==> config.mk <==
export PLATFORM = sky130hd
export DESIGN_NAME = http_chunked_body_decoder_unit
export DESIGN_NICKNAME = d
export VERILOG_FILES = /design/src/rtl/hcbd_pkg.sv /design/src/rtl/hcbd_front.sv /design/src/rtl/hcbd_queue.sv /design/src/rtl/hcbd_back.sv /design/src/rtl/http_chunked_body_decoder_unit.sv
export SDC_FILE = /design/constraint.sdc
export NUM_CORES = 1
export LEC_CHECK = 0
export BUFFER_PORTS_ARGS = -buffer_cell sky130_fd_sc_hd__buf_4
export CORE_MARGIN = 2
export CORE_UTILIZATION = 60
export CTS_BUF_LIST = sky130_fd_sc_hd__clkbuf_2
export DETAILED_ROUTE_END_ITERATION = 8
export HOLD_SLACK_MARGIN = 0.1
export PLACE_DENSITY = 0.78
export RECOVER_POWER = 50
export SETUP_SLACK_MARGIN = 0.05
export SYNTH_ARGS = -nofsm -noshare
export SYNTH_HDL_FRONTEND = slang
export SYNTH_SLANG_ARGS = --single-unit
==> constraint.sdc <==
create_clock -name clk -period 3.95 [get_ports clk]
set_input_delay 0.1975 -clock clk [delete_from_list [all_inputs] [get_ports clk]]
set_output_delay 0.1975 -clock clk [all_outputs]
set_load 0.01 [all_outputs]
==> src/rtl/hcbd_pkg.sv <==
`default_nettype none

package hcbd_pkg;

    localparam int SIZE_BITS_DEF = 32;
    localparam int MAX_LINE_DEF  = 32;
    localparam int QUEUE_DEPTH   = 4;

    localparam logic [1:0] KIND_PAYLOAD = 2'd0;
    localparam logic [1:0] KIND_DONE    = 2'd1;
    localparam logic [1:0] KIND_ERROR   = 2'd2;

    localparam logic [1:0] ERR_NO_LINE_END = 2'd0;
    localparam logic [1:0] ERR_LINE_LEN    = 2'd1;
    localparam logic [1:0] ERR_SIZE_VALUE  = 2'd2;
    localparam logic [1:0] ERR_NO_DELIM    = 2'd3;

    // work for the back end from one request: optional payload byte, then optional closing result
    typedef struct packed {
        logic       pay_valid;
        logic [7:0] pay_byte;
        logic       term_valid;
        logic [1:0] term_kind;
        logic [1:0] term_code;
    } hcbd_op_t;

endpackage

`default_nettype wire

==> src/rtl/hcbd_front.sv <==
`default_nettype none

module hcbd_front
    import hcbd_pkg::*;
#(
    parameter int SIZE_BITS = SIZE_BITS_DEF,
    parameter int MAX_LINE  = MAX_LINE_DEF
)
(
    input  wire logic     clk,
    input  wire logic     rst_n,
    input  wire logic     in_valid,
    input  wire logic     in_last,
    input  wire logic [7:0] in_byte,
    input  wire logic     q_full,
    output logic          push,
    output hcbd_op_t      push_op
);

    localparam logic [2:0] PH_LINE = 3'd0;
    localparam logic [2:0] PH_DATA = 3'd1;
    localparam logic [2:0] PH_DCR  = 3'd2;
    localparam logic [2:0] PH_DLF  = 3'd3;
    localparam logic [2:0] PH_IDLE = 3'd4;

    localparam logic [7:0] CH_CR   = 8'h0d;
    localparam logic [7:0] CH_LF   = 8'h0a;
    localparam logic [7:0] CH_SEMI = 8'h3b;

    localparam logic [5:0] LEN_SAT = 6'd63;

    typedef struct packed {
        logic [5:0]           len;
        logic                 semi;
        logic                 bad;
        logic                 ovf;
        logic                 digit;
        logic [SIZE_BITS-1:0] size;
    } line_t;

    logic [2:0]           phase_reg, phase_next;
    logic [SIZE_BITS-1:0] bytes_left_reg, bytes_left_next;
    line_t                line_reg, line_next;
    logic                 cr_pending_reg, cr_pending_next;
    logic                 accept;
    hcbd_op_t             op;
    line_t                tmp;
    logic [SIZE_BITS-1:0] dec;

    function automatic line_t line_content(line_t st, logic [7:0] c);
        line_t      r;
        logic       hv;
        logic [3:0] dv;
        r  = st;
        hv = 1'b0;
        dv = 4'd0;
        if (c >= 8'h30 && c <= 8'h39)
        begin
            hv = 1'b1;
            dv = 4'(c - 8'h30);
        end
        else if (c >= 8'h61 && c <= 8'h66)
        begin
            hv = 1'b1;
            dv = 4'(c - 8'h57);
        end
        else if (c >= 8'h41 && c <= 8'h46)
        begin
            hv = 1'b1;
            dv = 4'(c - 8'h37);
        end
        if (st.len != LEN_SAT)
            r.len = st.len + 6'd1;
        if (!st.semi)
        begin
            priority if (c == CH_SEMI)
                r.semi = 1'b1;
            else if (!hv)
                r.bad = 1'b1;
            else if (st.size[SIZE_BITS-1 -: 4] != 4'd0)
                r.ovf = 1'b1;
            else
            begin
                r.size  = {st.size[SIZE_BITS-5:0], dv};
                r.digit = 1'b1;
            end
        end
        return r;
    endfunction

    assign accept = in_valid && !q_full;
    assign push   = accept && (op.pay_valid || op.term_valid);
    assign push_op = op;

    always_comb
    begin
        phase_next      = phase_reg;
        bytes_left_next = bytes_left_reg;
        line_next       = line_reg;
        cr_pending_next = cr_pending_reg;
        op              = '0;
        tmp             = line_reg;
        dec             = bytes_left_reg;
        unique case (phase_reg)
            PH_LINE:
            begin
                if (cr_pending_reg && in_byte == CH_LF)
                begin
                    op.term_kind = KIND_ERROR;
                    priority if (line_reg.len == 6'd0 || line_reg.len >= 6'(MAX_LINE))
                    begin
                        op.term_valid = 1'b1;
                        op.term_code  = ERR_LINE_LEN;
                        phase_next    = PH_IDLE;
                    end
                    else if (!line_reg.digit || line_reg.bad || line_reg.ovf)
                    begin
                        op.term_valid = 1'b1;
                        op.term_code  = ERR_SIZE_VALUE;
                        phase_next    = PH_IDLE;
                    end
                    else if (line_reg.size == '0)
                    begin
                        op.term_valid = 1'b1;
                        op.term_kind  = KIND_DONE;
                        phase_next    = PH_IDLE;
                    end
                    else
                    begin
                        bytes_left_next = line_reg.size;
                        phase_next      = PH_DATA;
                    end
                    line_next       = '0;
                    cr_pending_next = 1'b0;
                end
                else
                begin
                    // a CR not followed by LF counts as a line byte
                    if (cr_pending_reg)
                        tmp = line_content(tmp, CH_CR);
                    if (in_byte == CH_CR)
                        cr_pending_next = 1'b1;
                    else
                    begin
                        cr_pending_next = 1'b0;
                        tmp = line_content(tmp, in_byte);
                    end
                    line_next = tmp;
                end
            end
            PH_DATA:
            begin
                op.pay_valid = 1'b1;
                op.pay_byte  = in_byte;
                if (bytes_left_reg != '0)
                    dec = bytes_left_reg - 1'b1;
                bytes_left_next = dec;
                if (dec == '0)
                    phase_next = PH_DCR;
            end
            PH_DCR:
            begin
                if (in_byte == CH_CR)
                    phase_next = PH_DLF;
                else
                begin
                    op.term_valid = 1'b1;
                    op.term_kind  = KIND_ERROR;
                    op.term_code  = ERR_NO_DELIM;
                    phase_next    = PH_IDLE;
                end
            end
            PH_DLF:
            begin
                if (in_byte == CH_LF)
                begin
                    phase_next      = PH_LINE;
                    line_next       = '0;
                    cr_pending_next = 1'b0;
                end
                else
                begin
                    op.term_valid = 1'b1;
                    op.term_kind  = KIND_ERROR;
                    op.term_code  = ERR_NO_DELIM;
                    phase_next    = PH_IDLE;
                end
            end
            default:
                phase_next = PH_IDLE;
        endcase
        if (in_last)
        begin
            if (phase_next != PH_IDLE)
            begin
                op.term_valid = 1'b1;
                op.term_kind  = KIND_ERROR;
                op.term_code  = (phase_next == PH_LINE) ? ERR_NO_LINE_END : ERR_NO_DELIM;
            end
            phase_next      = PH_LINE;
            bytes_left_next = '0;
            line_next       = '0;
            cr_pending_next = 1'b0;
        end
    end

    always_ff @(posedge clk or negedge rst_n)
    begin
        if (!rst_n)
        begin
            phase_reg      <= PH_LINE;
            bytes_left_reg <= '0;
            line_reg       <= '0;
            cr_pending_reg <= 1'b0;
        end
        else if (accept)
        begin
            phase_reg      <= phase_next;
            bytes_left_reg <= bytes_left_next;
            line_reg       <= line_next;
            cr_pending_reg <= cr_pending_next;
        end
    end

    a_data_left: assert property (@(posedge clk) disable iff (!rst_n)
        phase_reg == PH_DATA |-> bytes_left_reg != '0)
        else $error("payload phase with nothing left");

    a_last_resets: assert property (@(posedge clk) disable iff (!rst_n)
        accept && in_last |=> phase_reg == PH_LINE && !cr_pending_reg)
        else $error("last request did not return to size line");

    a_one_term_done: assert property (@(posedge clk) disable iff (!rst_n)
        push && push_op.term_valid && push_op.term_kind == KIND_DONE |-> !push_op.pay_valid)
        else $error("done result paired with payload");

endmodule

`default_nettype wire

==> src/rtl/hcbd_queue.sv <==
`default_nettype none

module hcbd_queue
    import hcbd_pkg::*;
(
    input  wire logic      clk,
    input  wire logic      rst_n,
    input  wire logic      push,
    input  wire hcbd_op_t  push_op,
    input  wire logic      pop,
    output logic           full,
    output logic           not_empty,
    output hcbd_op_t       head_op
);

    localparam int PTR_W = $clog2(QUEUE_DEPTH);
    localparam int CNT_W = $clog2(QUEUE_DEPTH + 1);

    hcbd_op_t           entry_reg [QUEUE_DEPTH];
    logic [PTR_W-1:0]   wr_ptr_reg, rd_ptr_reg;
    logic [CNT_W-1:0]   count_reg, count_next;

    assign full      = (count_reg == CNT_W'(QUEUE_DEPTH));
    assign not_empty = (count_reg != '0);
    assign head_op   = entry_reg[rd_ptr_reg];

    always_comb
    begin
        count_next = count_reg;
        if (push && !pop)
            count_next = count_reg + 1'b1;
        else if (pop && !push)
            count_next = count_reg - 1'b1;
    end

    always_ff @(posedge clk)
    begin
        if (push)
            entry_reg[wr_ptr_reg] <= push_op;
    end

    always_ff @(posedge clk or negedge rst_n)
    begin
        if (!rst_n)
        begin
            wr_ptr_reg <= '0;
            rd_ptr_reg <= '0;
            count_reg  <= '0;
        end
        else
        begin
            if (push)
                wr_ptr_reg <= PTR_W'((wr_ptr_reg + 1'b1) % QUEUE_DEPTH);
            if (pop)
                rd_ptr_reg <= PTR_W'((rd_ptr_reg + 1'b1) % QUEUE_DEPTH);
            count_reg <= count_next;
        end
    end

    a_no_overflow: assert property (@(posedge clk) disable iff (!rst_n)
        push && full |-> pop)
        else $error("queue written while full");

    a_no_underflow: assert property (@(posedge clk) disable iff (!rst_n)
        pop |-> not_empty)
        else $error("queue read while empty");

    a_count_range: assert property (@(posedge clk) disable iff (!rst_n)
        count_reg <= CNT_W'(QUEUE_DEPTH))
        else $error("queue count out of range");

endmodule

`default_nettype wire

==> src/rtl/hcbd_back.sv <==
`default_nettype none

module hcbd_back
    import hcbd_pkg::*;
(
    input  wire logic      clk,
    input  wire logic      rst_n,
    input  wire logic      q_valid,
    input  wire hcbd_op_t  head_op,
    output logic           pop,
    output logic           out_valid,
    input  wire logic      out_ready,
    output logic [15:0]    out_data,
    output logic [1:0]     out_user,
    output logic           out_last
);

    logic        valid_reg, valid_next;
    logic        pay_done_reg, pay_done_next;
    logic [15:0] data_reg, data_next;
    logic [1:0]  user_reg, user_next;
    logic        last_reg, last_next;
    logic        load;

    assign load      = !valid_reg || out_ready;
    assign out_valid = valid_reg;
    assign out_data  = data_reg;
    assign out_user  = user_reg;
    assign out_last  = last_reg;

    always_comb
    begin
        pop           = 1'b0;
        valid_next    = valid_reg;
        pay_done_next = pay_done_reg;
        data_next     = data_reg;
        user_next     = user_reg;
        last_next     = last_reg;
        if (load)
        begin
            valid_next = q_valid;
            if (q_valid)
            begin
                if (head_op.pay_valid && !pay_done_reg)
                begin
                    data_next = {8'd0, head_op.pay_byte};
                    user_next = KIND_PAYLOAD;
                    last_next = 1'b0;
                    if (head_op.term_valid)
                        pay_done_next = 1'b1;
                    else
                        pop = 1'b1;
                end
                else
                begin
                    data_next     = {6'd0, head_op.term_code, 8'd0};
                    user_next     = head_op.term_kind;
                    last_next     = 1'b1;
                    pay_done_next = 1'b0;
                    pop           = 1'b1;
                end
            end
        end
    end

    always_ff @(posedge clk or negedge rst_n)
    begin
        if (!rst_n)
        begin
            valid_reg    <= 1'b0;
            pay_done_reg <= 1'b0;
        end
        else
        begin
            valid_reg    <= valid_next;
            pay_done_reg <= pay_done_next;
        end
    end

    always_ff @(posedge clk)
    begin
        data_reg <= data_next;
        user_reg <= user_next;
        last_reg <= last_next;
    end

    a_payload_not_last: assert property (@(posedge clk) disable iff (!rst_n)
        valid_reg && user_reg == KIND_PAYLOAD |-> !last_reg)
        else $error("payload result marked last");

    a_split_holds_head: assert property (@(posedge clk) disable iff (!rst_n)
        pay_done_reg |-> q_valid && head_op.pay_valid && head_op.term_valid)
        else $error("split request lost its queue entry");

    a_pop_has_entry: assert property (@(posedge clk) disable iff (!rst_n)
        pop |-> q_valid && load)
        else $error("pop without a result loaded");

endmodule

`default_nettype wire

==> src/rtl/http_chunked_body_decoder_unit.sv <==
// An accepted request enters the four-entry queue, then the registered m_axis output stage.
// Throughput: one request per cycle while the queue is not full; a request with a payload byte
// and a closing result gives two outputs, absorbed by the queue between parser and output stage.
// Reset (rst_n low, asynchronous): parser back to the size line, queue and output emptied.
// After the request marked last the parser returns to the same state on its own.
`default_nettype none

module http_chunked_body_decoder_unit
    import hcbd_pkg::*;
#(
    parameter int SIZE_BITS = SIZE_BITS_DEF,
    parameter int MAX_LINE  = MAX_LINE_DEF
)
(
    input  wire logic        clk,
    input  wire logic        rst_n,
    input  wire logic        s_axis_tvalid,
    output logic             s_axis_tready,
    input  wire logic [7:0]  s_axis_tdata,   // [7:0] in_byte
    input  wire logic        s_axis_tlast,   // end_of_input
    output logic             m_axis_tvalid,
    input  wire logic        m_axis_tready,
    output logic [15:0]      m_axis_tdata,   // [7:0] payload_byte, [9:8] error_code
    output logic [1:0]       m_axis_tuser,   // [1:0] kind
    output logic             m_axis_tlast    // final_res
);

    logic     q_full;
    logic     q_not_empty;
    logic     push;
    logic     pop;
    hcbd_op_t push_op;
    hcbd_op_t head_op;

    assign s_axis_tready = !q_full;

    hcbd_front #(
        .SIZE_BITS (SIZE_BITS),
        .MAX_LINE  (MAX_LINE)
    ) u_front (
        .clk      (clk),
        .rst_n    (rst_n),
        .in_valid (s_axis_tvalid),
        .in_last  (s_axis_tlast),
        .in_byte  (s_axis_tdata),
        .q_full   (q_full),
        .push     (push),
        .push_op  (push_op)
    );

    hcbd_queue u_queue (
        .clk       (clk),
        .rst_n     (rst_n),
        .push      (push),
        .push_op   (push_op),
        .pop       (pop),
        .full      (q_full),
        .not_empty (q_not_empty),
        .head_op   (head_op)
    );

    hcbd_back u_back (
        .clk       (clk),
        .rst_n     (rst_n),
        .q_valid   (q_not_empty),
        .head_op   (head_op),
        .pop       (pop),
        .out_valid (m_axis_tvalid),
        .out_ready (m_axis_tready),
        .out_data  (m_axis_tdata),
        .out_user  (m_axis_tuser),
        .out_last  (m_axis_tlast)
    );

endmodule

`default_nettype wire

# Yosys cells after proc, flatten, opt, wreduce, memory -nomap -nowiden
# Memory sizes are Yosys's and may differ from the RTL's.
# Index checks and enable logic that the tools add are counted.
[totals]
reg_bits = 106
ram_bits = 56
input_bits = 13
output_inout_bits = 21
word_cells = 163
mem_count = 1
[classes]
addsub = 10
n_lt_le_gt_ge = 7
eq_ne = 16
n_mux = 75
n_reduce_logical = 35
[mem_list]
columns = ["memory", "depth", "width", "rd", "rd_ports_with_merged_regs", "write_ports", "line", "source"]
rows = [
  ["u_queue.entry_reg", 4, 14, 1, 0, 1, "hcbd_queue.sv:19", "hcbd_op_t entry_reg [QUEUE_DEPTH];"],
]
[ops]
columns = ["cell", "count"]
rows = [
  ["$mux 42", 7],
  ["$mux 32", 7],
  ["$pmux 42 s2", 1],
  ["$mux 35", 2],
  ["$logic_not 32->1", 2],
  ["$pmux 32 s2", 1],
  ["$mux 36", 1],
  ["$mux 34", 1],
  ["$mux 3", 11],
  ["$mux 33", 1],
  ["$reduce_bool 32->1", 1],
  ["$sub 32x1->32 const B", 1],
  ["$mux 5", 5],
  ["$mux 1", 24],
  ["$eq 8x4->1 const B", 2],
  ["$ge 8x7->1 const B", 2],
  ["$le 8x7->1 const B", 2],
  ["$pmux 5 s3", 1],
  ["$add 6x1->6 const B", 2],
  ["$mux 4", 3],
  ["$mux 6", 2],
  ["$ne 3x3->1 const B", 4],
  ["$ne 6x6->1 const B", 2],
  ["$pmux 3 s4", 1],
  ["other kinds (28)", 57],
]

# Logic depth before layout (Yosys ltp)
# Gate-level depths: netlist of run 1.
[logic_depth]
depth_word = 17
mapped_depth = 13
mapped_depth_nobuf = 13

# Cells and area by module
# From an unflattened synthesis of run 1, not the netlist that was laid out.
[hier_totals]
hier_cells = 821
area_unflattened_um2 = 8304.2
[by_module_without_submodules]
columns = ["module", "n_inst", "cells_per_inst", "area_each_um2", "seq_area_each_um2"]
rows = [
  ["hcbd_front", 1, 669, 5220.0, 1951.9],
  ["hcbd_queue", 1, 107, 2447.3, 1856.8],
  ["hcbd_back", 1, 44, 633.1, 440.4],
  ["http_chunked_body_decoder_unit", 1, 1, 3.8, 0.0],
]

# Worst setup path before layout of run 1
# No wires, ideal clock.
[synth_timing]
kind = "reg-to-reg"
from = "register u_front.bytes_left_reg[0]"
to = "register u_front.phase_reg[1]"
setup_ns = 0.066
arrival_time_ns = 2.918
path_slack_ns = 0.966
stages_incl_launch_ff = 11
cell_sequence = "dfrtp_1 -> buf_2 -> inv_1 -> ha_1 -> nor3b_1 -> nand4_2 -> nor4_1 -> xor2_1 -> or3_1 -> or4_1 -> nand2_1"
[synth_between]
elab_chain_cells = 7
elab_cells_between_ends = 8
cone_classes = "add/sub: 1; mux: 5; reduce/logical: 2"
[synth_lines]
columns = ["element", "line", "source"]
rows = [
  ["from (decl)", "hcbd_front.sv:42", "logic [SIZE_BITS-1:0] bytes_left_reg, bytes_left_next;"],
  ["from (signal assigned)", "hcbd_front.sv:219", "bytes_left_reg <= bytes_left_next;"],
  ["$sub 32x1->32 or $reduce_bool 32->1 (tied branches)", "hcbd_front.sv:156, hcbd_front.sv:155", ""],
  ["$mux 32 *", "hcbd_front.sv:155", "if (bytes_left_reg != '0)"],
  ["$mux 32 *", "hcbd_front.sv:104", "unique case (phase_reg)"],
  ["$logic_not 32->1 *", "hcbd_front.sv:158", "if (dec == '0)"],
  ["$mux 3 *", "hcbd_front.sv:158", ""],
  ["$pmux 3 s4 *", "hcbd_front.sv:104", ""],
  ["$mux 3 *", "hcbd_front.sv:192", "if (in_last)"],
  ["to (signal assigned)", "hcbd_front.sv:218", "phase_reg <= phase_next;"],
  ["to (decl)", "hcbd_front.sv:41", "logic [2:0] phase_reg, phase_next;"],
]
# Mark *: on every way between the ends. The rest lies on a longest branch, timed or not. The select of a mux whose other input is x is not followed.
# A chain may end at the register's enable or synchronous reset.

# Final worst setup path of run 1
[layout_timing]
from = "input s_axis_tdata[4]"
to = "register u_queue.count_reg[1]"
[layout_between]
elab_cells_between_ends = 21
cone_classes = "eq/ne: 3; mux: 11; reduce/logical: 7"
[layout_lines]
columns = ["element", "line", "source"]
rows = [
  ["from (decl)", "http_chunked_body_decoder_unit.sv:19", "input wire logic [7:0] s_axis_tdata,"],
  ["$eq 8x4->1", "hcbd_front.sv:107, hcbd_front.sv:175", ""],
  ["$logic_and 1x1->1", "hcbd_front.sv:107", "if (cr_pending_reg && in_byte == CH_LF)"],
  ["$mux 3", "hcbd_front.sv:107", ""],
  ["$pmux 3 s4", "hcbd_front.sv:104", ""],
  ["$ne 3x3->1", "hcbd_front.sv:194", "if (phase_next != PH_IDLE)"],
  ["$mux 5", "hcbd_front.sv:194", ""],
  ["$mux 5 *", "hcbd_front.sv:192", ""],
  ["$logic_or 1x1->1 *", "hcbd_front.sv:92", "assign push = accept && (op.pay_valid || op.term_valid);"],
  ["$logic_and 1x1->1 *", "hcbd_front.sv:92", ""],
  ["via push", "http_chunked_body_decoder_unit.sv:30", "logic push;"],
  ["$logic_and 1x1->1 *", "hcbd_queue.sv:30", "if (push && !pop)"],
  ["$mux 3 *", "hcbd_queue.sv:30", ""],
  ["via u_queue.count_next[1]", "hcbd_queue.sv:21", "logic [CNT_W-1:0] count_reg, count_next;"],
  ["to (signal assigned)", "hcbd_queue.sv:56", "count_reg <= count_next;"],
  ["to (decl)", "hcbd_queue.sv:21", ""],
]
# The timed path passes the listed nets; every way through them passes the cells marked *.

==> run_results.csv, run 1 <==
group,metric,value,unit
worst_setup_path,cp.required,4.67,ns
global_routing,track_usage,0.289,
timing,setup_tns,0,ns
worst_setup_path,r2r-start,"u_front.bytes_left_reg[0]$_DFFE_PN0P_",
drt,drt_iter0_drc,774,
drt,wl,20200,um
worst_setup_path,crit_path_max_incr_delay,0.60,ns
clock_network,clk_path_buf_depth,2,
timing,hold_viol,0,
power,powerDensity,432,mW/mm^2
worst_setup_path,path_buf_inv,5,
timing,rsz0062_at_grt,"false",
timing,layout_min_cycle_time,3.72,ns
final_layout,antennaDiodeCount,0,
power,finalPower,3.86,mW
floorplanning,fp.dieW,121,um
synthesis,syn_inst,816,
clock_network,clkTransAtPathRegs,0.27,ns
synthesis,ys_types,70,
global_routing,met2_usage,0.427,
worst_setup_path,rr_endpoint,"u_front.phase_reg[1]$_DFFE_PN0P_",
placement,io_buffers,27,
hold_path,whs_endpoint,"u_front.bytes_left_reg[1]$_DFFE_PN0P_",
drt,drc_errors,0,
global_routing,grt_use_met3,0.0789,
worst_setup_path,cp_max_fo,10,
placement,place_congestion,0.991,
synthesis,avgSynthCellArea,10.1,um^2
worst_setup_path,slowest_stage,"dlygate4sd3_1",
global_routing,antenna_found_initial,0,
floorplanning,die_h,121,um
global_routing,grt_overflow,0,
synthesis,synth.top_cell.area_share,0.263,
power,max-vdd-ir-drop,288,uV
final_layout,nNetsFinal,875,
floorplanning,start_util,0.619,
timing,max_freq,269,MHz
drt,first_pass_iters,6,
floorplanning,die-area,0.0147,mm^2
final_layout,area_growth,8.02,%
worst_setup_path,cp_cell_sequence,"dlygate4sd3_1 -> buf_4 -> nor4_1 -> nand4_1 -> dlygate4sd3_1 -> buf_4 -> o211ai_1 -> a21boi_0 -> a31oi_1 -> ha_1 -> inv_1 -> fa_1 -> mux2_2",
placement,hpwl,13800,um
hold_path,min_path_type,"in -> reg",
final_layout,layout-drive-gt1-share,0.109,
global_routing,grt_busiest_layer,"met2",
floorplanning,fp.coreArea,0.0133,mm^2
drt,post_drt_wl_per_cell,19.4,um
drt,routed-via-count,6598,
clock_network,clock_latency,0.79,ns
drt,viasPerCell,6.36,
worst_setup_path,path_class,"in -> reg",
clock_network,postCtsSetupRepairBufs,0,
drt,antenna_left,0,
synthesis,synth.largest_area_cell,"dfrtp_1",
worst_setup_path,start_kind,"primary input",
synthesis,synth_ff_type,"dfrtp_1",
timing,fin_skew,0.0430,ns
timing,worst_pin_slew,2.19,ns
clock_network,tritoncts,"built",
worst_setup_path,r2r_cells,9,
status,violations,"max-capacitance violations, max-slew violations",
worst_setup_path,crit_start,"s_axis_tdata[4]",
status,status,"complete, but fails checks",
clock_network,cts_inserted_buffers,17,
final_layout,largest_reg_flops,56,
clock_network,cts.sinks,156,
worst_setup_path,rrSetupSlack,0.38,ns
synthesis,syn_area,0.00827,mm^2
synthesis,ys_ff_latch,156,
timing,period_share,0.942,
global_routing,grt_pass1_wl,32600,um
global_routing,met1_usage,0.419,
synthesis,yosysSeqAreaShare,0.514,
global_routing,first_global_vias,6207,
worst_setup_path,end_kind,"register",
clock_network,cts_root_buf,"clkbuf_2",
timing,setup_violations,0,
clock_network,ctsHtreeMaxLevel,4,
floorplanning,num_rows,42,
worst_setup_path,path_delay_family,"buffers and inverters",
floorplanning,io_pins,34,
timing,drv_slew,88,
synthesis,synth_edf_count,69,
timing,slew_headroom,-0.461,
hold_path,min_delay_path_depth,3,
synthesis,netlist_top_cells_area,"dfrtp_1, edfxtp_1, o21ai_0",
power,leakage,3.60,nW
hold_path,min_from,"s_axis_tlast",
flow_run,max_cap_violations,1,
worst_setup_path,cp.arrival,4.44,ns
global_routing,grt_start_max_net_pins,88,
synthesis,synthArstFlopShare,0.558,
synthesis,ys_warn_count,0,
cell families after synthesis:
family	after synthesis	synth area share
xor+xnor	18	0.0191
mux	25	0.0527
fa+ha+maj	15	0.0233
compound gates	204	0.147
buf+inv	71	0.0374
simple gates	326	0.206
flops	156	0.514
other cells	1	0.000454
cell type report:
cell class	instances	area (um^2)
clock buffers	17	85.1
clock inverters	15	155
fillers	1060	4420
inverters	20	75.1
multi-input cells	594	3730
flip-flops and latches	156	4250
well taps	176	220
repair buffers	59	412
what timing repair did:
action	CTS	global route
gates resized for setup	0	0
endpoints found under the hold margin	169	0
setup endpoints to repair	0	0
hold buffers	17	0
tightest hold or removal path, delay by kind of cell:
family                 cells  cell delay [ns]
AOI/OAI and AO/OA          1             0.10
buffers and inverters      2             0.72
where the power goes:
| group | switching (mW) | total, mW | internal, mW |
|---|---|---|---|
| Clock | 0.670 | 0.872 | 0.203 |
| Sequential | 0.101 | 2.02 | 1.92 |
| Combinational | 0.555 | 0.966 | 0.411 |
through the flow:
step	setup slack, ns	hold WS (ns)	instance area, um^2	util	cells
2_1_floorplan	0.966	-0.0981	8290	-	821
3_3_place_gp	0.687	0.398	8590	0.644	988
3_5_place_dp	0.533	0.407	8590	0.644	988
4_1_cts	0.423	0.117	9000	0.675	1037
5_1_grt	0.155	0.214	8930	0.669	1037
6_report	0.228	0.242	8930	0.669	1037
metal layers:
| metal | part of all wire | up-vias |
|---|---|---|
| li1 | - | 3054 |
| met1 | 0.43 | 3224 |
| met2 | 0.46 | 284 |
| met3 | 0.090 | 36 |
| met4 | 0.019 | 0 |
| met5 | 0 | - |
cells in the final DEF, fill, tap and decap left out, drive strengths merged, types with 12 or more instances in the layout:
master	count
o21ai	101
nand2	101
dfrtp	87
edfxtp	69
nor2	67
a21oi	44
clkbuf	37
nor3	29
inv	27
nor4	25
buf	22
dlygate4sd3	17
nor2b	15
and3	15
mux4	14
nand3	14
ha	13
and2	12
worst max path at each step:
| stage | end | slack [ns] | depth (start not counted) |
|---|---|---|---|
| 3_3_place_gp | u_front.phase_reg[1]$_DFFE_PN0P_ | 0.69 | 9 |
| 5_1_grt | u_queue.count_reg[1]$_DFFE_PN0P_ | 0.16 | 13 |
| 3_5_place_dp | u_front.phase_reg[1]$_DFFE_PN0P_ | 0.53 | 9 |
| 2_1_floorplan | u_front.phase_reg[1]$_DFFE_PN0P_ | 0.97 | 10 |
| 4_1_cts | u_queue.count_reg[1]$_DFFE_PN0P_ | 0.42 | 13 |
| 6_report | u_queue.count_reg[1]$_DFFE_PN0P_ | 0.23 | 13 |
synth_stat cells (all sizes together) (4+ instances only):
cell	count
xnor2	10
clkbuf	36
a22o	6
or4	5
or2	4
buf	15
mux2i	6
o31ai	11
xor2	8
a22oi	5
dfrtp	87
nand4	11
a31oi	5
mux2	5
mux4	14
nand3	14
inv	20
and2	12
a21oi	44
or3	5
nor3	29
edfxtp	69
nor2b	15
nor4	25
nor2	67
nand2	101
and3	15
nand2b	9
o21ai	101
ha	13
No activity file was read; power rests on OpenSTA's default activity.
==> inputs of run 2 (changes only) <==
Settings changed: SYNTH_HIERARCHICAL from default to 1.
==> run_results.csv, run 2 <==
group,metric,value,unit
clock_network,cts.sinks,156,
drt,drc_errors,0,
hold_path,min_delay_path_depth,4,
floorplanning,fp.dieW,122,um
global_routing,track_usage,0.292,
clock_network,tritoncts,"built",
clock_network,cts_root_buf,"clkbuf_2",
timing,layout_min_cycle_time,3.66,ns
hold_path,min_from,"m_axis_tready",
hold_path,min_path_type,"in -> reg",
placement,pre_cts_slack,0.523,ns
synthesis,avgSynthCellArea,10.1,um^2
timing,max_freq,273,MHz
floorplanning,fp.coreArea,0.0134,mm^2
synthesis,synth.top_cell.area_share,0.262,
global_routing,antenna_found_initial,1,
worst_setup_path,cp.required,4.61,ns
worst_setup_path,start_kind,"register",
power,leakage,3.62,nW
clock_network,clkTransAtPathRegs,0.26,ns
timing,slew_headroom,-0.759,
final_layout,layout_common_cells,"nand2_1, dfrtp_1, o21ai_0",
drt,post_drt_wl_per_cell,19.8,um
drt,viasPerCell,6.43,
clock_network,ctsHtreeMaxLevel,4,
worst_setup_path,rrSetupSlack,0.29,ns
worst_setup_path,rr_endpoint,"u_front/bytes_left_reg[26]$_DFFE_PN0P_",
floorplanning,io_pins,34,
synthesis,ys_top_cells_by_count,"nand2_1, dfrtp_1, o21ai_0",
worst_setup_path,end_kind,"register",
timing,rsz0062_at_grt,"false",
synthesis,yosysSeqAreaShare,0.512,
final_layout,layout-drive-gt1-share,0.0905,
final_layout,area_growth,7.67,%
timing,period_share,0.926,
timing,setup_tns,0,ns
worst_setup_path,cp.arrival,4.32,ns
worst_setup_path,cp_cell_sequence,"nor2_1 -> nand2_1 -> inv_1 -> nand2_1 -> a31oi_1 -> o21ai_0 -> o21ai_0",
global_routing,first_global_vias,6198,
timing,drv_slew,89,
drt,antenna_left,0,
synthesis,netlist_top_cells_area,"dfrtp_1, edfxtp_1, o21ai_0",
power,powerDensity,446,mW/mm^2
floorplanning,die-area,0.0148,mm^2
clock_network,clk_path_buf_depth,2,
final_layout,nNetsFinal,876,
timing,fin_skew,0.0417,ns
worst_setup_path,crit_path_max_incr_delay,0.72,ns
synthesis,synth.largest_area_cell,"dfrtp_1",
floorplanning,start_util,0.620,
global_routing,grt_start_max_net_pins,57,
floorplanning,num_rows,42,
final_layout,multiInputGateArea,0.00373,mm^2
timing,worst_slack,0.291,ns
worst_setup_path,path_class,"reg -> reg",
timing,worst_pin_slew,2.64,ns
final_layout,instances_no_fill,1039,
worst_setup_path,cp_max_fo,25,
synthesis,synthArstFlopShare,0.558,
final_layout,fillCellCount,1062,
worst_setup_path,r2r_cells,7,
status,status,"complete, but fails checks",
timing,setup_violations,0,
synthesis,ys_types,77,
drt,drt_iter0_drc,935,
final_layout,final_common_cell,"nand2_1",
placement,hpwl,14400,um
synthesis,synth_edf_count,69,
synthesis,ys_warn_count,6,
worst_setup_path,r2r-start,"u_front/phase_reg[2]$_DFFE_PN0P_",
synthesis,ys_ff_latch,156,
drt,first_pass_iters,5,
hold_path,whs_endpoint,"u_back/out_valid$_DFFE_PN0P_",
final_layout,largest_reg_flops,56,
status,violations,"max-capacitance violations, max-slew violations",
power,max-vdd-ir-drop,228,uV
clock_network,cts_inserted_buffers,17,
global_routing,grt_pass1_wl,32700,um
clock_network,clock_latency,0.77,ns
placement,io_buffers,27,
synthesis,syn_inst,821,
floorplanning,die_h,122,um
drt,routed-via-count,6684,
synthesis,synth_most_common_cell,"nand2_1",
synthesis,synth_ff_type,"dfrtp_1",
final_layout,register_area,0.00425,mm^2
timing,hold_viol,0,
synthesis,syn_area,0.00830,mm^2
drt,wl,20600,um
global_routing,grt_overflow,0,
placement,dp.cells,987,
worst_setup_path,slowest_stage,"nand2_1",
flow_run,max_cap_violations,2,
placement,place_congestion,0.998,
[run 2: layer usage]
layer  global-route usage  share of wire
met1                0.424           0.43
met4               0.0970          0.019
met2                0.443           0.47
met5                    0              0
met3               0.0609          0.081
[run 2: how the worst max path moves through the flow]
stage	from	endpoint	slack [ns]
5_1_grt	u_front/line_reg[29]$_DFFE_PN0P_	u_queue/count_reg[2]$_DFFE_PN0P_	0.15
2_1_floorplan	u_front/line_reg[29]$_DFFE_PN0P_	u_queue/count_reg[2]$_DFFE_PN0P_	1.07
3_5_place_dp	u_front/line_reg[29]$_DFFE_PN0P_	u_queue/count_reg[2]$_DFFE_PN0P_	0.52
4_1_cts	u_front/line_reg[29]$_DFFE_PN0P_	u_queue/count_reg[2]$_DFFE_PN0P_	0.51
6_report	u_front/phase_reg[2]$_DFFE_PN0P_	u_front/bytes_left_reg[26]$_DFFE_PN0P_	0.29
3_3_place_gp	u_front/line_reg[29]$_DFFE_PN0P_	u_queue/count_reg[2]$_DFFE_PN0P_	0.67
[run 2: through the flow]
stage	cell area [um^2]	hold WS, ns	total power, mW	util
after floorplan	8320	-0.0981	2.78	-
after global placement	8570	0.294	3.07	0.640
after detailed placement	8570	0.300	3.14	0.640
after CTS	9030	0.212	4.08	0.674
after global routing	8940	0.230	4.20	0.667
final	8940	0.281	3.99	0.667
[run 2: area by class of cell]
type	instances	area share
Sequential cell	156	0.475
Multi-Input combinational cell	597	0.417
Timing Repair Buffer	56	0.0466
Tap cell	176	0.0246
Clock inverter	13	0.0171
Clock buffer	19	0.0106
Inverter	21	0.00882
Antenna cell	1	0.000280
[run 2: worst max-delay path, delay by kind of cell, from the launching register on]
family	cells	cell delay, ns
DFF	1	0.51
buffers and inverters	1	0.66
and+or+nand+nor	3	1.73
AOI/OAI and AO/OA	3	0.62
[run 2: logic make-up after synthesis]
logic type | share of synthesized area
AOI/OAI and AO/OA | 0.146
buffers and inverters | 0.0420
xor gates and xnor gates | 0.0274
adders and majority gates | 0.0220
muxes | 0.0518
DFF | 0.512
other | 0.000452
and+or+nand+nor | 0.199
[run 2: timing repair]
| item | 4_1_cts | 5_1_grt |
|---|---|---|
| hold buffers | 19 | 0 |
| setup buffers | 0 | 0 |
| gates resized for setup | 0 | 0 |
| endpoints found under the hold margin | 163 | 0 |
[run 2: report_power, final]
| group | switching (mW) | leakage, nW | internal [mW] |
|---|---|---|---|
| registers | 0.0998 | 1.85 | 1.92 |
| logic | 0.620 | 1.63 | 0.407 |
| clock network | 0.621 | 0.151 | 0.314 |
